[config.mk]
export PLATFORM = sky130hd
export DESIGN_NAME = gle_packer
export DESIGN_NICKNAME = d
export VERILOG_FILES = /design/src/rtl/gle_pkg.sv /design/src/rtl/gle_packer.sv
export SDC_FILE = /design/constraint.sdc
export NUM_CORES = 1
export LEC_CHECK = 0
export ABC_AREA = 1
export CORE_UTILIZATION = 59
export CTS_CLUSTER_DIAMETER = 30
export CTS_CLUSTER_SIZE = 20
export DETAILED_ROUTE_END_ITERATION = 16
export DONT_BUFFER_PORTS = 1
export GPL_TIMING_DRIVEN = 0
export PLACE_DENSITY = 0.75
export SLEW_MARGIN = 20
export SYNTH_ARGS = -nofsm -noshare
export SYNTH_HDL_FRONTEND = slang
export SYNTH_SLANG_ARGS = --single-unit
[constraint.sdc]
create_clock -name clk -period 6.3 [get_ports clk]
set_clock_uncertainty 0.15 [all_clocks]
set_input_delay 0.63 -clock clk [delete_from_list [all_inputs] [get_ports clk]]
set_output_delay 0.63 -clock clk [all_outputs]
set_load 0.005 [all_outputs]
[src/rtl/gle_pkg.sv]
`timescale 1ns / 1ps
// Shared types and constants for the GIF LZW encoder.
// No dependencies; every other file of the block depends on this package.

package gle_pkg;

    localparam int CODE_BITS     = 12;
    localparam int SYM_BITS      = 8;
    localparam int WIDTH_BITS    = 4;
    localparam int CHUNK_BITS    = 8;
    localparam int CFG_IDX_BITS  = 2;
    localparam int CFG_DATA_BITS = 9;

    localparam logic [CFG_IDX_BITS-1:0] CFG_MIN_CODE_BITS     = 2'd0;
    localparam logic [CFG_IDX_BITS-1:0] CFG_REMAP_ENABLE      = 2'd1;
    localparam logic [CFG_IDX_BITS-1:0] CFG_TRANSPARENT_VALUE = 2'd2;

    localparam logic [WIDTH_BITS-1:0]    MIN_BITS_RESET    = 4'd8;
    localparam logic [CFG_DATA_BITS-1:0] TRANSPARENT_RESET = 9'd256;

    typedef struct packed {
        logic [SYM_BITS-1:0] pixel_index;
        logic                frame_last;
    } pix_item_t;

    typedef struct packed {
        logic [7:0]            data_byte;
        logic                  chunk_end;
        logic [CHUNK_BITS-1:0] chunk_length;
        logic                  stream_last;
    } byte_item_t;

    typedef struct packed {
        logic [CODE_BITS-1:0]  code;
        logic [WIDTH_BITS-1:0] len;
        logic                  flush;
    } code_item_t;

endpackage

[src/rtl/gle_packer.sv]
`timescale 1ns / 1ps
// Bit packer of the GIF LZW encoder: appends variable-width codes LSB-first
// and sends one byte per item with sub-block and end-of-stream marks.
// Depends on gle_pkg.

module gle_packer #(
    parameter int CHUNK_BYTES = 255
) (
    input  logic                   clk,
    input  logic                   rst_n,
    input  logic                   code_valid,
    input  gle_pkg::code_item_t    code_item,
    output logic                   code_take,
    output logic                   byte_valid,
    input  logic                   byte_stall,
    output gle_pkg::byte_item_t    byte_item
);
    import gle_pkg::*;

    localparam int ACC_BITS = CODE_BITS + 8;
    localparam int CNT_BITS = $clog2(ACC_BITS + 1);
    localparam logic [CNT_BITS-1:0]   BYTE_CNT    = CNT_BITS'(8);
    localparam logic [CHUNK_BITS-1:0] CHUNK_LIMIT = CHUNK_BITS'(CHUNK_BYTES);
    localparam logic [CODE_BITS-1:0]  CODE_ONES   = {CODE_BITS{1'b1}};

    logic [ACC_BITS-1:0]   acc_reg, acc_next, acc_after;
    logic [CNT_BITS-1:0]   cnt_reg, cnt_next, cnt_after;
    logic                  flush_reg, flush_next, flush_after;
    logic [CHUNK_BITS-1:0] chunk_cnt_reg, chunk_cnt_next, chunk_fill;
    logic                  byte_valid_reg, byte_valid_next;
    byte_item_t            byte_item_reg, byte_item_next;
    logic                  out_free, can_emit, emit, last_byte, chunk_close;
    logic [CODE_BITS-1:0]  code_bits;

    always_comb
    begin
        out_free    = !byte_valid_reg || !byte_stall;
        can_emit    = (cnt_reg >= BYTE_CNT) || (flush_reg && (cnt_reg != '0));
        emit        = out_free && can_emit;
        last_byte   = flush_reg && (cnt_reg <= BYTE_CNT);
        cnt_after   = emit ? (last_byte ? '0 : cnt_reg - BYTE_CNT) : cnt_reg;
        acc_after   = emit ? (acc_reg >> 8) : acc_reg;
        flush_after = flush_reg && !(emit && last_byte);

        code_take = code_valid && !flush_after && (cnt_after < BYTE_CNT);
        code_bits = code_item.code & ~(CODE_ONES << code_item.len);

        if (code_take)
        begin
            acc_next   = acc_after | (ACC_BITS'(code_bits) << cnt_after[2:0]);
            cnt_next   = cnt_after + CNT_BITS'(code_item.len);
            flush_next = code_item.flush;
        end
        else
        begin
            acc_next   = acc_after;
            cnt_next   = cnt_after;
            flush_next = flush_after;
        end

        chunk_fill  = chunk_cnt_reg + 1'b1;
        chunk_close = last_byte || (chunk_fill >= CHUNK_LIMIT);
        if (emit)
        begin
            chunk_cnt_next = chunk_close ? '0 : chunk_fill;
        end
        else
        begin
            chunk_cnt_next = chunk_cnt_reg;
        end

        byte_item_next.data_byte    = acc_reg[7:0];
        byte_item_next.chunk_end    = chunk_close;
        byte_item_next.chunk_length = chunk_close ? chunk_fill : '0;
        byte_item_next.stream_last  = last_byte;

        if (emit)
        begin
            byte_valid_next = 1'b1;
        end
        else if (out_free)
        begin
            byte_valid_next = 1'b0;
        end
        else
        begin
            byte_valid_next = byte_valid_reg;
        end
    end

    always_ff @(posedge clk or negedge rst_n)
    begin
        if (!rst_n)
        begin
            acc_reg        <= '0;
            cnt_reg        <= '0;
            flush_reg      <= 1'b0;
            chunk_cnt_reg  <= '0;
            byte_valid_reg <= 1'b0;
        end
        else
        begin
            acc_reg        <= acc_next;
            cnt_reg        <= cnt_next;
            flush_reg      <= flush_next;
            chunk_cnt_reg  <= chunk_cnt_next;
            byte_valid_reg <= byte_valid_next;
        end
    end

    always_ff @(posedge clk)
    begin
        if (emit)
        begin
            byte_item_reg <= byte_item_next;
        end
    end

    assign byte_valid = byte_valid_reg;
    assign byte_item  = byte_item_reg;

endmodule

---- After elaboration in Yosys (flattened, before gate mapping) ----
Cells that the tools add are included.
operators by class
  add/sub/neg operators ................... 3
  $mul .................................... 0
  divide/modulo/power cells ............... 0
  $lt $le $gt $ge ......................... 4
  equal/unequal tests ..................... 0
  shift-type cells ........................ 2
  multiplexer cells ....................... 9
  bitwise operators ....................... 3
  reductions and logical operators ........ 16
operator list
  operator                                                                number
  20-bit 2-to-1 mux                                                       2
  20-bit bitwise OR                                                       1
  12-bit by 3-bit left shift with 20-bit output                           1
  5-bit 2-to-1 mux                                                        3
  12-bit bitwise AND                                                      1
  12-bit NOT                                                              1
  12-bit by 4-bit left shift with 12-bit output (first input constant)    1
  8-bit by 1-bit adder with 8-bit output (second input constant)          1
  8-bit >= comparator (second input constant)                             1
  8-bit 2-to-1 mux                                                        1
  1-bit logical AND                                                       7
  5-bit by 4-bit adder with 5-bit output                                  1
  5-bit by 4-bit >= comparator with 1-bit output (second input constant)  1
  5-bit by 4-bit <= comparator with 1-bit output (second input constant)  1
  5-bit by 4-bit < comparator with 1-bit output (second input constant)   1
  5-bit nonzero test                                                      1
  5-bit by 4-bit subtractor with 5-bit output (second input constant)     1
  1-bit zero test                                                         4
  1-bit logical OR                                                        3
  1-bit 2-to-1 mux                                                        3
  2-bit nonzero test                                                      1
storage, ports and cells
  bits in registers ....................... 53
  bits in latches ......................... 0
  RAM bits ................................ 0
  memory bits (read-only) ................. 0
  logic and storage cells ................. 46
  memories ................................ 0

---- Logic depth before layout (Yosys ltp) ----
Gate-level depths: netlist of the first run.
  depth in word-level cells ............... 11
  depth in mapped cells ................... 14

---- Worst setup path after synthesis of the first run ----
Ideal clock, no wire load.
  path kind ............................... register to register
  start point ............................. register cnt_reg[3]
  end point ............................... register cnt_reg[4]
  data arrival time ....................... 2,279 ps
  data required time ...................... 6,026 ps
  slack ................................... 3,747 ps
  stages on the path, launching flop included .. 15
  period minus slack after synthesis ...... 2,553 ps
  cells stage by stage .................... dfrtp_1 -> inv_1 -> ha_1 -> inv_1 -> a21oi_4 -> nand3_4 -> nand2_2 -> buf_2 -> inv_1 -> ha_1 -> fa_1 -> nand2_1 -> nand2_1 -> a21oi_1 -> o21bai_1
RTL lines
  element                                                                                                line               text
  start, declared                                                                                        gle_packer.sv:27   logic [CNT_BITS-1:0] cnt_reg, cnt_next, cnt_after;
  start signal, assigned                                                                                 gle_packer.sv:104  cnt_reg <= cnt_next;
  5-bit by 4-bit <= comparator with 1-bit output *                                                       gle_packer.sv:40   last_byte = flush_reg && (cnt_reg <= BYTE_CNT);
  1-bit logical AND *                                                                                    gle_packer.sv:40
  via last_byte                                                                                          gle_packer.sv:32   logic out_free, can_emit, emit, last_byte, chunk_close;
  parallel branches: the longest is 6 deep, another holds 5-bit by 4-bit < comparator with 1-bit output  --
  5-bit 2-to-1 mux *                                                                                     gle_packer.sv:48   if (code_take)
  via cnt_next[4]                                                                                        gle_packer.sv:27
Mark *: on every way through the listed nets, which the timed path passes.
A chain may end at the register's enable or synchronous reset.

---- Final worst setup path of the first run ----
Same ends and word-level chain as after synthesis.

==> results of run 1 <==
-- metrics by stage --
step	util, %	instance area [um^2]	power [mW]	setup WS [ps]
floorplan	-	2940	1.08	3750
global placement	63.6	3030	1.21	3480
detailed placement	63.7	3030	1.23	3440
CTS	66.2	3150	1.43	3400
global route	66.2	3150	1.55	3200
finish	66.2	3150	1.42	3420
-- Yosys cell counts --
master | count | area, um^2
o22ai_1 | 3 | 18.8
buf_4 | 1 | 7.51
nand3_4 | 1 | 17.5
a21oi_4 | 1 | 16.3
o21bai_1 | 1 | 7.51
nand2_2 | 9 | 56.3
nand3_1 | 56 | 280
nor2_1 | 20 | 75.1
dfrtp_1 | 35 | 876
nor3_4 | 2 | 32.5
nand3_2 | 5 | 50.1
nand2_1 | 103 | 387
a21oi_1 | 3 | 15.0
edfxtp_1 | 18 | 541
o211ai_1 | 2 | 15.0
xor2_1 | 5 | 43.8
buf_2 | 7 | 35.0
buf_6 | 1 | 11.3
ha_1 | 8 | 100
xnor2_1 | 3 | 26.3
nor3_1 | 3 | 15.0
inv_2 | 2 | 7.51
o21ai_0 | 18 | 90.1
inv_1 | 32 | 120
fa_1 | 1 | 20.0
mux2i_1 | 5 | 50.1
clkbuf_1 | 4 | 15.0
nand4_1 | 2 | 12.5
-- metal layers --
| metal | vias to the layer above | routed length (um) | track usage [%] |
|---|---|---|---|
| met3 | 8 | 215 | 3.87 |
| met4 | 0 | 97 | 8.93 |
| met1 | 1104 | 2710 | 33.5 |
| met5 | - | 0 | 0 |
| li1 | 1172 | - | - |
| met2 | 62 | 2820 | 41.4 |
-- power breakdown --
part	switching (mW)	internal [mW]
Sequential	0.0721	0.503
Combinational	0.444	0.206
Clock	0.114	0.0791
-- layout make-up --
cell class | count | area (um^2)
buffer | 13 | 70.1
clock buffer | 5 | 68.8
clock inverter | 3 | 21.3
fill | 425 | 1610
inverter | 34 | 128
multi-input combinational | 251 | 1330
sequential | 53 | 1420
tap | 67 | 83.8
timing repair buffer | 2 | 30.0
-- kinds of logic after synthesis --
family	after synthesis	share of synthesized area, %
and+or+nand+nor	201	31.5
xor gates and xnor gates	8	2.38
AOI/OAI and AO/OA	28	5.53
adders and majority gates	9	4.08
muxes	5	1.70
buffers and inverters	47	6.68
DFF	53	48.1
-- worst paths after layout --
kind                               from               end  slack, ps  cells past startpoint
setup / recovery             cnt_reg[3]        cnt_reg[4]       3420                     14
hold / removal             code_item[0]         flush_reg        290                      2
setup reg to reg             cnt_reg[3]        cnt_reg[4]       3420                     14
hold reg to reg              acc_reg[6]     byte_item[16]        310                      0
max in group asynchronous         rst_n        byte_valid       5200                      2
min in group asynchronous         rst_n  chunk_cnt_reg[3]        620                      2
-- critical path, delay by kind of cell (launching register included) --
family | cells | cell delay, ps
fa+ha+maj | 3 | 800
simple gates | 4 | 450
compound gates | 3 | 450
buf+inv | 4 | 510
flops | 1 | 410
==> impl_metrics.tcl, run 1 <==
set metrics [dict create \
    final_cells 428 \
    synth.distinct_cells 28 \
    rows 25 \
    place_inst 418 \
    ys_ff_latch 53 \
    area_growth_pct 6.98 \
    layout_common_cells "nand2_1 (103), nand3_1 (56), dfrtp_1 (35)" \
    antenna_found_initial 0 \
    worst_slew_pin_slew_ps 607 \
    cts_buffers 5 \
    place.gp.congestion 0.877 \
    setup.worst_path.start_class "flop" \
    die_h_um 72.6 \
    critPathKind "reg2reg" \
    rsz0062_at_grt "no" \
    setup.worst_path.end_class "flop" \
    cts_tree "yes" \
    cp_common_cell "inv_1" \
    grt_max_degree 36 \
    layout.nets 390 \
    drt_pass1_iterations 4 \
    maxCapViolCount 0 \
    viasPerCell 5.48 \
    peakVddDrop_mv 0.297 \
    grt_pass1_vias 2207 \
    power_density_nw_per_um2 451 \
    grt_usage_pct 25.0 \
    htreeDepth 2 \
    slew_headroom_pct 59.6 \
    totalWireLength_um 5840 \
    hold_viol_final 0 \
    timing.hold.ws_ps 285 \
    fin_crit_ps 2880 \
    clock.fmax_mhz 347 \
    hold_buffers 2 \
    path_clk_slew_ps 90 \
    ys_seq_area_share_pct 48.1 \
    wire_per_inst_um 13.6 \
    yosys_warnings 0 \
    p_leak_nw 1.50 \
    final_common_cell "nand2_1" \
    drc 0 \
    required_ps 6350 \
    grt_overflow 0 \
    start_util_pct 61.9 \
    vias 2346 \
    synth.avg_cell_area_um2 8.38 \
    dieArea_um2 5270 \
    die_x_um 72.6 \
    tns_ps 0 \
    ios 41 \
    crit_path_max_incr_delay_ps 410 \
    setup_viol 0 \
    cts-root-buf "clkbuf_8" \
    io_buffers 0 \
    largest_register_ffs 20 \
    synthCells 351 \
    maxSlewViolCount 0 \
    core_area_um2 4750 \
    ant_nets 0 \
    cts_sinks 53 \
    diodes 0 \
    dpl.hpwl_um 4430 \
    cp_cell_sequence "inv_1 -> ha_1 -> inv_1 -> a21oi_4 -> nand3_4 -> nand2_2 -> buf_2 -> inv_1 -> ha_1 -> fa_1 -> nand2_1 -> nand2_1 -> a21oi_1 -> o21bai_1" \
    ctsResizeCount 0 \
    period_share_pct 45.7 \
    netlist_area_um2 2940 \
    path_max_fanout 10 \
    arrival_ps 2930 \
    drive_gt1_share_pct 10.8 \
    syn_nets 381 \
    cts_setup_buffers 0 \
    clock_insertion_delay_worst_skew_ps 300 \
    critPathSlowestCell "dfrtp_1" \
    drtIter0Drc 146 \
    min_path_type "in2reg" \
    grt_pass1_wl_um 10000 \
    status "finished clean" \
    clockBufferDepth 2 \
]
Power figures use the tool's default switching activity.
==> run 2, diff against run 1 <==
- clock period: 6.3 -> 3 ns (I/O delays scaled with it)
==> impl_metrics.tcl, run 2 (synthesis results as in run 1) <==
set metrics [dict create \
    worst-r2r-cell-count 13 \
    core_area_um2 4750 \
    ant_nets 0 \
    power_density_nw_per_um2 945 \
    htreeDepth 2 \
    io_buffers 0 \
    period_share_pct 89.9 \
    internal-power_mw 1.66 \
    drtIter0Drc 154 \
    p_sw_mw 1.33 \
    antenna_found_initial 0 \
    grt_pass1_vias 2213 \
    vias 2345 \
    p_leak_nw 1.51 \
    combPwrFrac_pct 45.8 \
    min_from "byte_stall" \
    grt_max_degree 36 \
    rr_endpoint "cnt_reg[4]" \
    holdPathStages 2 \
    die_x_um 72.6 \
    rsz0062_at_grt "no" \
    drt_pass1_iterations 4 \
    reg2reg_from "cnt_reg[3]" \
    rows 25 \
    arrival_ps 2740 \
    peakVddDrop_mv 0.627 \
    required_ps 3050 \
    wire_per_inst_um 13.6 \
    grt_pass1_wl_um 10100 \
    hold_viol_final 0 \
    multi_input_area_um2 1330 \
    cts_sinks 53 \
    grt_usage_pct 25.1 \
    cts-root-buf "clkbuf_8" \
    clockBufferDepth 2 \
    status "finished clean" \
    drive_gt1_share_pct 10.5 \
    critPathKind "reg2reg" \
    area_growth_pct 7.32 \
    die_h_um 72.6 \
    holdPathEnd "byte_valid" \
    drc 0 \
    clock.fmax_mhz 371 \
    clock_insertion_delay_worst_skew_ps 300 \
    place.gp.congestion 0.877 \
    final_cells 428 \
    grt_overflow 0 \
    seqPwrFrac_pct 40.6 \
    seq_area_um2 1420 \
    largest_register_ffs 20 \
    totalWireLength_um 5830 \
    tns_ps 0 \
    path_clk_slew_ps 90 \
    r2r_slack_ps 300 \
    path_max_fanout 11 \
    dieArea_um2 5270 \
    min_path_type "in2reg" \
    critPathSlowestCell "fa_1" \
    cp_cell_sequence "inv_1 -> ha_1 -> inv_1 -> a21oi_4 -> nand3_4 -> nand2_2 -> inv_2 -> buf_2 -> fa_1 -> nand2_1 -> nand2_1 -> a21oi_1 -> o21bai_1" \
    layout.nets 390 \
    cts_buffers 5 \
    pwr-share-clk_pct 13.6 \
    worst_slew_pin_slew_ps 607 \
    setup.worst_path.end_class "flop" \
    ios 41 \
    setup_viol 0 \
    maxSlewViolCount 0 \
    maxCapViolCount 0 \
    layout_common_cells "nand2_1 (103), nand3_1 (56), dfrtp_1 (35)" \
    dpl.hpwl_um 4430 \
    setup.worst_path.start_class "flop" \
    fin_crit_ps 2700 \
    fill_cells 423 \
    sw_frac_of_total_pct 44.5 \
    diodes 0 \
    slew_headroom_pct 59.5 \
    place_inst 418 \
    final_common_cell "nand2_1" \
    cts_tree "yes" \
    start_util_pct 61.9 \
    viasPerCell 5.48 \
    crit_path_max_incr_delay_ps 440 \
]
==> run 2: changes by cell type in the layout (fill, tap and decap cells not counted) <==
cell	change
nand2_4	+1
dlygate4sd3_1	+1
buf_2	-1
nand2_2	-1
==> run 2: worst max-delay path, delay by kind of cell, from the launching register on <==
kind | cells | cell delay, ps
and+or+nand+nor | 4 | 450
AOI/OAI and AO/OA | 3 | 460
buffers and inverters | 4 | 490
DFF | 1 | 410
adders and majority gates | 2 | 630
==> run 2: what timing repair did <==
| item | 4_1_cts | 5_1_grt |
|---|---|---|
| hold endpoints to repair | 36 | 0 |
| setup buffers | 0 | 0 |
| hold buffers | 3 | 0 |
| resized for setup | 0 | 1 |
| endpoints found under the setup margin | 0 | 2 |
==> run 2: worst max path at each step <==
stage | start | to | depth (start not counted)
3_3_place_gp | cnt_reg[3] | cnt_reg[4] | 14
4_1_cts | cnt_reg[3] | cnt_reg[4] | 14
6_report | cnt_reg[3] | cnt_reg[4] | 13
2_1_floorplan | cnt_reg[3] | cnt_reg[4] | 14
5_1_grt | cnt_reg[3] | cnt_reg[4] | 13
3_5_place_dp | cnt_reg[3] | cnt_reg[4] | 14
==> run 2: cell type report <==
type	count	share of cell area, %
flip-flops and latches	53	44.9
multi-input cells	251	42.3
inverters	34	4.04
well taps	67	2.66
clock buffers	5	2.18
plain buffers	12	2.06
repair buffers	3	1.27
clock inverters	3	0.674
==> run 2: routing by layer <==
metal | vias up | track usage, % | share of wire, %
met5 | - | 0 | 0
met2 | 65 | 41.6 | 48
li1 | 1169 | - | -
met3 | 8 | 3.87 | 4.0
met1 | 1103 | 33.5 | 46
met4 | 0 | 8.93 | 1.7
==> run 2: per-stage QoR <==
stage / instance area (um^2) / utilization, % / worst slack (ps) / power, mW / hold WS, ps
after floorplan: 2940 / - / 447 / 2.26 / -146
after global placement: 3030 / 63.6 / 185 / 2.55 / -145
after detailed placement: 3030 / 63.7 / 144 / 2.57 / -145
after CTS: 3160 / 66.4 / 112 / 3.00 / 69.5
after global routing: 3160 / 66.4 / 129 / 3.25 / 90.0
final: 3160 / 66.4 / 303 / 2.98 / 80.5
==> run 2: power groups by stage <==
| stage | registers (mW) | logic, mW | clock network [mW] |
|---|---|---|---|
| finish | 1.21 | 1.37 | 0.407 |
| global route | 1.25 | 1.56 | 0.446 |
| CTS | 1.21 | 1.37 | 0.417 |
| detailed placement | 1.23 | 1.34 | 0 |
| global placement | 1.22 | 1.33 | 0 |
| floorplan | 1.19 | 1.07 | 0 |
